## config.mk

```make
export PLATFORM = sky130hd
export DESIGN_NAME = qsma_ctrl
export DESIGN_NICKNAME = d
export VERILOG_FILES = /design/src/rtl/core/qsma_pkg.sv /design/src/rtl/core/qsma_ctrl.sv
export SDC_FILE = /design/constraint.sdc
export NUM_CORES = 1
export LEC_CHECK = 0
export ABC_AREA = 1
export BUFFER_PORTS_ARGS = -buffer_cell sky130_fd_sc_hd__buf_2
export CORE_MARGIN = 2
export CORE_UTILIZATION = 60
export DETAILED_ROUTE_END_ITERATION = 10
export GPL_ROUTABILITY_DRIVEN = 0
export PLACE_DENSITY = 0.86
export SETUP_SLACK_MARGIN = 0.02
export SYNTH_ARGS = -nofsm -noshare
export SYNTH_HDL_FRONTEND = slang
export SYNTH_SLANG_ARGS = --single-unit
export TNS_END_PERCENT = 50
```

## constraint.sdc

```tcl
create_clock -name clk_i -period 2.7 [get_ports clk_i]
set_input_delay 0.54 -clock clk_i [delete_from_list [all_inputs] [get_ports clk_i]]
set_output_delay 0.54 -clock clk_i [all_outputs]
set_load 0.01 [all_outputs]
```

## src/rtl/core/qsma_pkg.sv

```systemverilog
`timescale 1ns / 1ps
`default_nettype none
// ----------------------------------------------------------------------------
// Quad shell mass apply package
// Shared constants, quadrature tables, micro-op encoding and the command and
// status types that join the controller and the datapath.
// ----------------------------------------------------------------------------
package qsma_pkg;

  localparam int QUAD_POINTS = 6;
  localparam int NUM_OPS     = 35;
  localparam int POINT_W     = $clog2(QUAD_POINTS);
  localparam int OP_W        = $clog2(NUM_OPS);
  localparam int PROD_W      = 66;
  localparam int ACC_W       = 52;
  localparam int OUT_W       = 48;

  localparam logic [30:0] QONE = 31'h4000_0000;

  typedef logic [29:0] qc_t;

  // Quadrature coordinates and weights, unsigned Q0.30.
  localparam qc_t PT_X [QUAD_POINTS] = '{
    30'd536870912, 30'd1055537489, 30'd781471301,
    30'd781471301, 30'd144080073, 30'd144080073};
  localparam qc_t PT_Y [QUAD_POINTS] = '{
    30'd536870912, 30'd536870912, 30'd79502715,
    30'd994239109, 30'd198152188, 30'd875589636};
  localparam qc_t PT_W [QUAD_POINTS] = '{
    30'd306783378, 30'd117993607, 30'd151953851,
    30'd151953851, 30'd172528568, 30'd172528568};

  typedef logic [30:0] nb_t;
  typedef nb_t [3:0] nb_row_t;
  typedef nb_row_t [QUAD_POINTS-1:0] nb_tab_t;

  function automatic nb_t mulq(input logic [63:0] a, input logic [63:0] b);
    logic [63:0] p;
    p = a * b + 64'h2000_0000;
    return nb_t'(p >> 30);
  endfunction

  // Bilinear basis values at each quadrature point, built at elaboration.
  function automatic nb_tab_t nb_table();
    nb_tab_t t;
    logic [63:0] x;
    logic [63:0] y;
    logic [63:0] ox;
    logic [63:0] oy;
    for (int q = 0; q < QUAD_POINTS; q++) begin
      x  = {34'd0, PT_X[q]};
      y  = {34'd0, PT_Y[q]};
      ox = {33'd0, QONE} - x;
      oy = {33'd0, QONE} - y;
      t[q][0] = mulq(ox, oy);
      t[q][1] = mulq(x, oy);
      t[q][2] = mulq(x, y);
      t[q][3] = mulq(ox, y);
    end
    return t;
  endfunction

  localparam nb_tab_t NB_TAB = nb_table();

  typedef enum logic [5:0] {
    SEL_D30X, SEL_D30Y, SEL_D30Z, SEL_D21X, SEL_D21Y, SEL_D21Z,
    SEL_D10X, SEL_D10Y, SEL_D10Z, SEL_D23X, SEL_D23Y, SEL_D23Z,
    SEL_AX, SEL_AY, SEL_AZ, SEL_BX, SEL_BY, SEL_BZ,
    SEL_C0, SEL_C1, SEL_C2,
    SEL_OMQX, SEL_QX, SEL_OMQY, SEL_QY,
    SEL_W, SEL_AREA, SEL_NB, SEL_U, SEL_WA, SEL_UH, SEL_MLO, SEL_MHI
  } sel_e;

  typedef enum logic [1:0] {MODE_LOAD, MODE_ADD, MODE_SUB} mode_e;

  typedef enum logic [3:0] {
    DST_NONE, DST_AX, DST_AY, DST_AZ, DST_BX, DST_BY, DST_BZ,
    DST_C0, DST_C1, DST_C2, DST_SQ, DST_WA, DST_UH, DST_M, DST_R, DST_ACC
  } dst_e;

  typedef struct packed {
    sel_e       a;
    sel_e       b;
    mode_e      mode;
    dst_e       dst;
    logic [1:0] nidx;
  } op_t;

  typedef struct packed {
    logic               corner_we;
    logic               clear_acc;
    logic               mul_en;
    logic               post_en;
    logic               sqrt_start;
    logic               out_load;
    logic [1:0]         out_idx;
    logic [POINT_W-1:0] point;
    op_t                op;
  } cmd_t;

  typedef struct packed {
    logic sqrt_done;
  } status_t;

  function automatic op_t mk(input sel_e a, input sel_e b, input mode_e m,
                             input dst_e d, input logic [1:0] n);
    op_t o;
    o.a    = a;
    o.b    = b;
    o.mode = m;
    o.dst  = d;
    o.nidx = n;
    return o;
  endfunction

  // Micro-program for one quadrature point. The square root runs after the
  // op that writes the squared cross magnitude.
  function automatic op_t op_table(input logic [OP_W-1:0] idx);
    op_t o;
    case (idx)
      6'd0:  o = mk(SEL_D30X, SEL_OMQX, MODE_LOAD, DST_NONE, 2'd0);
      6'd1:  o = mk(SEL_D21X, SEL_QX,   MODE_ADD,  DST_AX,   2'd0);
      6'd2:  o = mk(SEL_D30Y, SEL_OMQX, MODE_LOAD, DST_NONE, 2'd0);
      6'd3:  o = mk(SEL_D21Y, SEL_QX,   MODE_ADD,  DST_AY,   2'd0);
      6'd4:  o = mk(SEL_D30Z, SEL_OMQX, MODE_LOAD, DST_NONE, 2'd0);
      6'd5:  o = mk(SEL_D21Z, SEL_QX,   MODE_ADD,  DST_AZ,   2'd0);
      6'd6:  o = mk(SEL_D10X, SEL_OMQY, MODE_LOAD, DST_NONE, 2'd0);
      6'd7:  o = mk(SEL_D23X, SEL_QY,   MODE_ADD,  DST_BX,   2'd0);
      6'd8:  o = mk(SEL_D10Y, SEL_OMQY, MODE_LOAD, DST_NONE, 2'd0);
      6'd9:  o = mk(SEL_D23Y, SEL_QY,   MODE_ADD,  DST_BY,   2'd0);
      6'd10: o = mk(SEL_D10Z, SEL_OMQY, MODE_LOAD, DST_NONE, 2'd0);
      6'd11: o = mk(SEL_D23Z, SEL_QY,   MODE_ADD,  DST_BZ,   2'd0);
      6'd12: o = mk(SEL_AY,   SEL_BZ,   MODE_LOAD, DST_NONE, 2'd0);
      6'd13: o = mk(SEL_AZ,   SEL_BY,   MODE_SUB,  DST_C0,   2'd0);
      6'd14: o = mk(SEL_AZ,   SEL_BX,   MODE_LOAD, DST_NONE, 2'd0);
      6'd15: o = mk(SEL_AX,   SEL_BZ,   MODE_SUB,  DST_C1,   2'd0);
      6'd16: o = mk(SEL_AX,   SEL_BY,   MODE_LOAD, DST_NONE, 2'd0);
      6'd17: o = mk(SEL_AY,   SEL_BX,   MODE_SUB,  DST_C2,   2'd0);
      6'd18: o = mk(SEL_C0,   SEL_C0,   MODE_LOAD, DST_NONE, 2'd0);
      6'd19: o = mk(SEL_C1,   SEL_C1,   MODE_ADD,  DST_NONE, 2'd0);
      6'd20: o = mk(SEL_C2,   SEL_C2,   MODE_ADD,  DST_SQ,   2'd0);
      6'd21: o = mk(SEL_W,    SEL_AREA, MODE_LOAD, DST_WA,   2'd0);
      6'd22: o = mk(SEL_NB,   SEL_U,    MODE_LOAD, DST_NONE, 2'd0);
      6'd23: o = mk(SEL_NB,   SEL_U,    MODE_ADD,  DST_NONE, 2'd1);
      6'd24: o = mk(SEL_NB,   SEL_U,    MODE_ADD,  DST_NONE, 2'd2);
      6'd25: o = mk(SEL_NB,   SEL_U,    MODE_ADD,  DST_UH,   2'd3);
      6'd26: o = mk(SEL_WA,   SEL_UH,   MODE_LOAD, DST_M,    2'd0);
      6'd27: o = mk(SEL_NB,   SEL_MLO,  MODE_LOAD, DST_R,    2'd0);
      6'd28: o = mk(SEL_NB,   SEL_MHI,  MODE_LOAD, DST_ACC,  2'd0);
      6'd29: o = mk(SEL_NB,   SEL_MLO,  MODE_LOAD, DST_R,    2'd1);
      6'd30: o = mk(SEL_NB,   SEL_MHI,  MODE_LOAD, DST_ACC,  2'd1);
      6'd31: o = mk(SEL_NB,   SEL_MLO,  MODE_LOAD, DST_R,    2'd2);
      6'd32: o = mk(SEL_NB,   SEL_MHI,  MODE_LOAD, DST_ACC,  2'd2);
      6'd33: o = mk(SEL_NB,   SEL_MLO,  MODE_LOAD, DST_R,    2'd3);
      6'd34: o = mk(SEL_NB,   SEL_MHI,  MODE_LOAD, DST_ACC,  2'd3);
      default: o = mk(SEL_D30X, SEL_D30X, MODE_LOAD, DST_NONE, 2'd0);
    endcase
    return o;
  endfunction

endpackage
`default_nettype wire

```

## src/rtl/core/qsma_ctrl.sv

```systemverilog
`timescale 1ns / 1ps
`default_nettype none
// ----------------------------------------------------------------------------
// Quad shell mass apply controller
// Sequences corner loads, the per-point micro-program, the square root and
// the four result items.
// ----------------------------------------------------------------------------
module qsma_ctrl (
  input  wire logic              clk_i,
  input  wire logic              rst_ni,
  input  wire logic              node_valid_i,
  input  wire logic [1:0]        node_slot_i,
  output logic                   node_stall_o,
  input  wire logic              out_stall_i,
  output logic                   out_valid_o,
  output qsma_pkg::cmd_t         cmd_o,
  input  wire qsma_pkg::status_t status_i
);

  localparam logic [2:0] S_IDLE      = 3'd0;
  localparam logic [2:0] S_MUL       = 3'd1;
  localparam logic [2:0] S_POST      = 3'd2;
  localparam logic [2:0] S_SQRT_GO   = 3'd3;
  localparam logic [2:0] S_SQRT_WAIT = 3'd4;
  localparam logic [2:0] S_OUT       = 3'd5;

  localparam int PTW = qsma_pkg::POINT_W;
  localparam int OPW = qsma_pkg::OP_W;

  logic [2:0]     state_q, state_d;
  logic [OPW-1:0] op_q, op_d;
  logic [PTW-1:0] point_q, point_d;
  logic [1:0]     oidx_q, oidx_d;
  logic           out_valid_q, out_valid_d;
  qsma_pkg::op_t  op;

  assign op = qsma_pkg::op_table(op_q);

  always_comb begin
    state_d     = state_q;
    op_d        = op_q;
    point_d     = point_q;
    oidx_d      = oidx_q;
    out_valid_d = out_valid_q;
    cmd_o       = '0;
    cmd_o.point = point_q;
    cmd_o.op    = op;
    case (state_q)
      S_IDLE: begin
        if (node_valid_i) begin
          cmd_o.corner_we = 1'b1;
          if (node_slot_i == 2'd3) begin
            cmd_o.clear_acc = 1'b1;
            point_d = '0;
            op_d    = '0;
            state_d = S_MUL;
          end
        end
      end
      S_MUL: begin
        cmd_o.mul_en = 1'b1;
        state_d      = S_POST;
      end
      S_POST: begin
        cmd_o.post_en = 1'b1;
        if (op.dst == qsma_pkg::DST_SQ) begin
          state_d = S_SQRT_GO;
        end else if (op_q == OPW'(qsma_pkg::NUM_OPS - 1)) begin
          if (point_q == PTW'(qsma_pkg::QUAD_POINTS - 1)) begin
            cmd_o.out_load = 1'b1;
            oidx_d         = 2'd0;
            out_valid_d    = 1'b1;
            state_d        = S_OUT;
          end else begin
            point_d = point_q + 1'b1;
            op_d    = '0;
            state_d = S_MUL;
          end
        end else begin
          op_d    = op_q + 1'b1;
          state_d = S_MUL;
        end
      end
      S_SQRT_GO: begin
        cmd_o.sqrt_start = 1'b1;
        op_d             = op_q + 1'b1;
        state_d          = S_SQRT_WAIT;
      end
      S_SQRT_WAIT: begin
        if (status_i.sqrt_done) begin
          state_d = S_MUL;
        end
      end
      S_OUT: begin
        if (!out_stall_i) begin
          if (oidx_q == 2'd3) begin
            out_valid_d = 1'b0;
            state_d     = S_IDLE;
          end else begin
            oidx_d         = oidx_q + 1'b1;
            cmd_o.out_load = 1'b1;
          end
        end
      end
      default: begin
        state_d = S_IDLE;
      end
    endcase
    cmd_o.out_idx = oidx_d;
  end

  always_ff @(posedge clk_i or negedge rst_ni) begin
    if (!rst_ni) begin
      state_q     <= S_IDLE;
      op_q        <= '0;
      point_q     <= '0;
      oidx_q      <= '0;
      out_valid_q <= 1'b0;
    end else begin
      state_q     <= state_d;
      op_q        <= op_d;
      point_q     <= point_d;
      oidx_q      <= oidx_d;
      out_valid_q <= out_valid_d;
    end
  end

  assign node_stall_o = (state_q != S_IDLE);
  assign out_valid_o  = out_valid_q;

endmodule
`default_nettype wire

```

# Word level (Yosys, flattened, before mapping)
# Memory sizes are Yosys's and may differ from the RTL's.
# Cells that the tools add are included.
# op_classes
n_addsub	3
eq_ne	20
muxes	45
n_reduce_logical	9
# op_table
operator	count
$mux W3	13
$mux W6	5
$ne A2 B2 Y1 const B	9
$pmux W3 S6	1
$pmux W6 S3	1
$mux W1	14
$mux W2	7
$reduce_and A6 Y1	2
$reduce_and A5 Y1	2
$eq A3 B3 Y1 const B	3
$add A6 B1 Y6 const B	1
$eq A3 B2 Y1 const B	2
$eq A6 B6 Y1 const B	1
$pmux W3 S2	1
$reduce_bool A3 Y1	2
$eq A2 B2 Y1 const B	2
$eq A4 B4 Y1 const B	1
$pmux W1 S2	2
$pmux W2 S2	1
$reduce_bool A2 Y1	2
$add A3 B1 Y3 const B	1
$eq A3 B1 Y1 const B	1
$logic_not A3 Y1	1
$ne A3 B3 Y1 const B	1
$add A2 B1 Y2 const B	1
# word_totals
register_bits	15
rom_bits	1216
in_bits	7
output_inout_bits	33
wordCells	83
mem_count	1
# memory_table
memory	words	width	rd	rd_clocked_by_memory_dff	wr	line	text
(name not given)	64	19	1	0	0	qsma_pkg.sv:120	case (idx)

# Logic depth before layout (Yosys ltp)
# Gate-level depths: netlist of the first run.
# depth
word_depth	5
ltp_mapped	15
ltp_nobuf	14

# Least setup slack after synthesis of the first run
# Ideal clock, no wire load.
# synth_timing
kind	register to output
start	register op_q[0]
end	output cmd_o[23] (netlist name)
arrival_ps	1577
required_time_ps	2160
slack_ps	583
stages_incl_launch_ff	6
path_buffers	0
path_cell_list	dfrtp_1 -> inv_1 -> ha_1 -> a21oi_4 -> nor3_2 -> o21ai_0
# synth_lines
element	line	text
from (decl)	qsma_ctrl.sv:31	logic [OPW-1:0] op_q, op_d;
from (signal assigned)	qsma_ctrl.sv:121	op_q <= op_d;
to (decl)	qsma_ctrl.sv:16	output qsma_pkg::cmd_t cmd_o,

==> results of run 1 <==
## metrics by stage
step                      TNS [ns]  total power, µW  util, %  hold WS, ns  instances
after floorplan                  0             1060        -        0.244        278
after global placement           0             1300     68.8        0.453        353
after detailed placement         0             1320     68.8        0.460        353
after CTS                        0             1450     69.6        0.151        357
after global routing      -0.00745             1630     71.9        0.163        364
final                            0             1500     71.9        0.141        364
## power breakdown
part           total [µW]  internal, µW  switching (µW)
registers             383           292            90.5
logic                 992           379             613
clock network         127          57.4            69.4
## synth_stat cells
cell type,count
ha_1,13
inv_2,10
nand4_1,1
or2_1,1
conb_1,1
a21oi_1,10
nor3_2,3
a31oi_1,1
o21ai_0,24
inv_4,2
o211ai_1,4
nor2_4,4
o21ai_1,6
o221ai_1,1
nor2_2,4
o21a_1,2
xor2_1,3
nand3_4,2
inv_1,20
o22ai_1,1
a22oi_1,1
a31oi_4,1
buf_2,2
buf_6,5
dfrtp_1,15
or3_1,1
nand3_1,18
nand3_2,2
buf_4,2
nand2_2,6
inv_6,1
o21ai_2,1
nor3_4,2
o31ai_1,2
a32o_1,1
nor2_8,2
nor2_1,26
a21oi_4,1
nand2_1,71
clkinv_4,1
nand2_4,4
## layer usage
metal / wire length, µm / share of wire (%) / GRT usage (%)
met5: 0 / 0 / 0
met4: 164 / 3.4 / 11.8
met3: 364 / 7.5 / 4.48
met2: 2300 / 47 / 42.2
met1: 2020 / 42 / 35.8
## flip-flops by register name, summed over array words and instances (netlist names)
name,count
oidx_q,2
point_q,3
op_q,6
state_q,3
out_valid_o,1
## path summary, 6_finish.rpt
path,depth (start not counted),from,endpoint,slack (ns)
setup reg to reg,11,op_q[1]$_DFFE_PN0P_,op_q[4]$_DFFE_PN0P_,0.67
hold reg to reg,2,out_valid_o$_DFFE_PN0P_,out_valid_o$_DFFE_PN0P_,0.51
setup / recovery,8,op_q[0]$_DFFE_PN0P_,cmd_o[14],0.16
hold / removal,1,rst_ni,point_q[2]$_DFFE_PN0P_,0.14
max in group asynchronous,1,rst_ni,op_q[1]$_DFFE_PN0P_,2.30
min in group clk_i,2,out_valid_o$_DFFE_PN0P_,out_valid_o$_DFFE_PN0P_,0.51
## cells by family (layout without fill, tap and decap cells)
| family | Yosys count | after routing |
|---|---|---|
| flops | 15 | 15 |
| buf+inv | 43 | 85 |
| fa+ha+maj | 13 | 13 |
| simple gates | 147 | 147 |
| compound gates | 56 | 56 |
| other cells | 1 | 1 |
| xor+xnor | 3 | 3 |
## layout make-up
cell class | instances | area, µm² | share of cell area [%]
multi-input cells | 220 | 1330 | 60.4
flip-flops and latches | 15 | 378 | 17.2
repair buffers | 47 | 263 | 12.0
inverters | 34 | 146 | 6.67
well taps | 44 | 55.1 | 2.51
clock buffers | 4 | 26.3 | 1.20
## timing repair
item	4_1_cts	5_1_grt
setup endpoints to repair	0	11
setup buffers	0	7
hold buffers	0	0
gates resized for setup	0	4
==> impl_metrics.env, run 1 <==
export IMPL_synthSimpleGateAreaFrac_pct=40.8
export IMPL_drt_wl_total_um=4840
export IMPL_synthMuxAreaShare_pct=0
export IMPL_grt_usage_pct=26.6
export IMPL_ir_drop_mv=0.595
export IMPL_ant_nets=0
export IMPL_io_buffer_count=38
export IMPL_routed_via_count=2062
export IMPL_critPathArrivalTime_ns=2.00
export IMPL_grt_pass1_wl_um=7490
export IMPL_fin_skew_ns=0.00145
export IMPL_post_route_period_util_pct=94.0
export IMPL_period_minus_slack_ns=2.54
export IMPL_worst_setup_path_start_kind="register"
export IMPL_maxSlewHeadroom_pct=65.7
export IMPL_clkSinkCount=15
export IMPL_synth_fa_ha_area_share_pct=8.47
export IMPL_crit_type="reg -> out"
export IMPL_htreeDepth=1
export IMPL_fmax_ghz=0.394
export IMPL_path_buf_inv=3
export IMPL_wl_per_cell_um=13.3
export IMPL_syn_mean_instance_area_um2=6.91
export IMPL_detailed_place_hpwl_um=3700
export IMPL_area_growth_pct=14.3
export IMPL_place_ws_ns=0.363
export IMPL_synth_cell_types=41
export IMPL_vias_per_cell=5.66
export IMPL_synth_top_family_by_area="simple AND/OR/NAND/NOR gates"
export IMPL_layout_drive_gt1_share_pct=30.6
export IMPL_synth_area_leaders="dfrtp_1 (20%), nand2_1 (14%), ha_1 (8.5%)"
export IMPL_die_area_um2=3670
export IMPL_synth_area_leader_cell="dfrtp_1"
export IMPL_detailedRoute_firstIterationViolations=237
export IMPL_worstMarginPinSlew_ns=0.514
export IMPL_fill_cells=274
export IMPL_grt_max_degree=18
export IMPL_coreArea_um2=3050
export IMPL_p_per_area_nw_per_um2=684
export IMPL_first_pass_iters=5
export IMPL_cts_tree="yes"
export IMPL_path_clk_slew_ns=0.08
export IMPL_clock_path_buffers=2
export IMPL_required_ns=2.16
export IMPL_final_nets=341
export IMPL_slew_viol_final=0
export IMPL_numCtsBuffers=3
export IMPL_grt_pass1_vias=1704
export IMPL_initial_core_util_pct=62.9
export IMPL_syn_area_um2=1920
export IMPL_synth_compound_area_share_pct=18.0
export IMPL_synth_net_count=298
export IMPL_final_common_cell="nand2_1"
export IMPL_final_area_um2=2190
export IMPL_final_setup_viol_count=0
export IMPL_p_leak_uw=0.00122
export IMPL_crit_family="flip-flops"
export IMPL_insertion_delay_ns=0.28
export IMPL_setup_slack_ns=0.163
export IMPL_ys_seq_area_share_pct=19.5
export IMPL_ys_warn_count=0
export IMPL_fp_dieW_um=60.6
export IMPL_cts_root_buffer="clkbuf_4"
export IMPL_cp_end_kind="output pin"
export IMPL_synth_cells=278
export IMPL_max_stage_delay_ns=0.45
export IMPL_ys_seq_elements=15
export IMPL_chipHeight_um=60.6
export IMPL_antenna_found_initial=0
export IMPL_dpl_cell_area_um2=2100
export IMPL_rows=20
export IMPL_outcome="completed"
export IMPL_hold_viol=0
export IMPL_pin_count=40
export IMPL_grt_ovfl_total=0
export IMPL_hold_path_class="in -> async"
export IMPL_drc=0
export IMPL_synth_xor_xnor_area_share_pct=1.37
export IMPL_slowest_stage="dfrtp_2"
export IMPL_antennaDiodeCount=0
export IMPL_final_cell_mix="nand2_1 (71), buf_2 (38), nor2_1 (26)"
export IMPL_yosysTopAreaCellShare_pct=19.5
export IMPL_cap_violations=0
export IMPL_cp_max_fo=7
export IMPL_path_cells="clkinvlp_4 > ha_1 > inv_1 > nand2_1 > a21oi_1 > a31oi_1 > o211ai_1 > buf_2"
Note: power is estimated with default switching activity, not from simulation.
==> inputs of run 2 (changes only) <==
--- a/config.mk
+++ b/config.mk
@@ -6,7 +6,7 @@
 export NUM_CORES = 1
 export LEC_CHECK = 0
 export ABC_AREA = 1
-export BUFFER_PORTS_ARGS = -buffer_cell sky130_fd_sc_hd__buf_2
+export BUFFER_PORTS_ARGS = -buffer_cell sky130_fd_sc_hd__clkbuf_2
 export CORE_MARGIN = 2
 export CORE_UTILIZATION = 60
 export DETAILED_ROUTE_END_ITERATION = 10
==> run 2 against run 1 <==
- clock skew rose by 0.0041 ns
- critical path depth rose by 2
- sequential cell count unchanged
- via count down 3.6%
- die area stayed put
- non-clock buffer count fell by 3
- utilization is 1.1 points lower
- global-route usage up 0.93 points
- largest power group unchanged
==> impl_metrics.env, run 2 (same netlist as run 1, synthesis figures left out) <==
export IMPL_reg2regPathDepth=14
export IMPL_clock_path_buffers=2
export IMPL_hold_buffers=0
export IMPL_final_setup_viol_count=0
export IMPL_htreeDepth=1
export IMPL_grt_usage_pct=27.6
export IMPL_antennaDiodeCount=0
export IMPL_total_power_uw=1490
export IMPL_chipHeight_um=60.6
export IMPL_wl_per_cell_um=13.1
export IMPL_grt_ovfl_total=0
export IMPL_vias_per_cell=5.51
export IMPL_fin_skew_ns=0.00553
export IMPL_slew_viol_final=0
export IMPL_p_leak_uw=0.00118
export IMPL_drc=0
export IMPL_rows=20
export IMPL_ir_drop_mv=0.551
export IMPL_regMostFlops="op_q"
export IMPL_area_growth_pct=12.5
export IMPL_grt_pass1_vias=1627
export IMPL_worst_setup_path_start_kind="register"
export IMPL_io_buffer_count=38
export IMPL_p_per_area_nw_per_um2=687
export IMPL_initial_core_util_pct=62.9
export IMPL_hold_path_class="in -> async"
export IMPL_place_ws_ns=0.352
export IMPL_startpoint="op_q[2]$_DFFE_PN0P_"
export IMPL_outcome="completed"
export IMPL_crit_type="reg -> out"
export IMPL_drt_wl_total_um=4740
export IMPL_detailed_place_hpwl_um=3710
export IMPL_cp_end_kind="output pin"
export IMPL_grt_pass1_wl_um=7570
export IMPL_post_route_period_util_pct=94.5
export IMPL_routed_via_count=1988
export IMPL_ant_nets=0
export IMPL_reg_top3="op_q (6), point_q (3), state_q (3)"
export IMPL_fill_cells=275
export IMPL_detailedRoute_firstIterationViolations=191
export IMPL_endpoint="cmd_o[24]"
export IMPL_numCtsBuffers=3
export IMPL_maxSlewHeadroom_pct=60.1
export IMPL_r2r_slack_ns=0.71
export IMPL_pin_count=40
export IMPL_final_core_util_pct=70.8
export IMPL_cp_max_fo=11
export IMPL_final_cell_mix="nand2_1 (71), clkbuf_2 (39), nor2_1 (26)"
export IMPL_grt_setup_unrepaired="true"
export IMPL_clkSinkCount=15
export IMPL_path_clk_slew_ns=0.09
export IMPL_hold_slack_ns=0.135
export IMPL_coreArea_um2=3050
export IMPL_layout_drive_gt1_share_pct=30.6
export IMPL_largest_reg_flops=6
export IMPL_grt_max_degree=18
export IMPL_cap_violations=0
export IMPL_cts_tree="yes"
export IMPL_timing_rr_end="op_q[3]$_DFFE_PN0P_"
export IMPL_cts_root_buffer="clkbuf_4"
export IMPL_hold_viol=0
export IMPL_fp_dieW_um=60.6
export IMPL_insertion_delay_ns=0.29
export IMPL_period_minus_slack_ns=2.55
export IMPL_fmax_ghz=0.392
export IMPL_setup_slack_ns=0.149
export IMPL_antenna_found_initial=0
export IMPL_final_nets=338
export IMPL_first_pass_iters=5
export IMPL_required_ns=2.16
export IMPL_worstMarginPinSlew_ns=0.599
export IMPL_final_common_cell="nand2_1"
export IMPL_critPathArrivalTime_ns=2.01
export IMPL_die_area_um2=3670
export IMPL_reg2reg_from="op_q[1]$_DFFE_PN0P_"
==> run 2: changes by cell type in the layout (fill, tap and decap cells not counted), sizes merged <==
| cell | change |
|---|---|
| dlymetal6s2s | -1 |
| clkinv | +1 |
| clkbuf | +38 |
| buf | -41 |
==> run 2: what timing repair did <==
item | 4_1_cts | 5_1_grt
setup buffers | 0 | 4
resized for setup | 1 | 3
pin swaps | 0 | 0
setup endpoints to repair | 1 | 9
==> run 2: cell type report <==
class	instances	area, µm²	share of cell area [%]
repair buffers	44	233	10.8
multi-input cells	220	1320	61.1
inverters	34	146	6.77
well taps	44	55.1	2.55
flip-flops and latches	15	378	17.5
clock buffers	3	22.5	1.04
clock inverters	1	5.00	0.232
==> run 2: critical path, cell delays in order (launching register included) <==
cell and delay (ns):
dfrtp_1 0.49, buf_4 0.24, nor2_8 0.10, inv_2 0.08, nor2_8 0.17, nand2_4 0.08, nor3_4 0.20, inv_1 0.09
nand2_1 0.06, o21ai_1 0.07, clkbuf_2 0.14
==> run 2: report_power, final <==
part	internal [µW]	switching (µW)
clock network	55.2	75.0
logic	360	611
registers	292	92.0
total	708	778
==> run 2: per-layer routing <==
metal  GRT usage [%]  wire length, µm  part of all wire, %  vias up
met5               0                0                    0        -
met1            38.8             2140                   45      905
met3            1.71              285                  6.0       12
met4            11.8              122                  2.6        0
li1                -                -                    -      986
met2            43.9             2190                   46       85
==> run 2: how the worst min path moves through the flow <==
| stage | start | depth (start not counted) | endpoint |
|---|---|---|---|
| 3_5_place_dp | rst_ni | 1 | oidx_q[1]$_DFF_PN0_ |
| 6_report | rst_ni | 1 | oidx_q[1]$_DFF_PN0_ |
| 5_1_grt | rst_ni | 1 | oidx_q[1]$_DFF_PN0_ |
| 3_3_place_gp | rst_ni | 1 | oidx_q[1]$_DFF_PN0_ |
| 4_1_cts | rst_ni | 1 | oidx_q[1]$_DFF_PN0_ |
| 2_1_floorplan | rst_ni | 0 | oidx_q[0]$_DFF_PN0_ |
==> run 2: through the flow <==
step | std cells | cell area [µm²] | TNS (ns)
after floorplan | 278 | 1920 | 0
after global placement | 353 | 2100 | 0
after detailed placement | 353 | 2100 | 0
after CTS | 357 | 2130 | 0
after global routing | 361 | 2160 | -0.00623
final | 361 | 2160 | 0
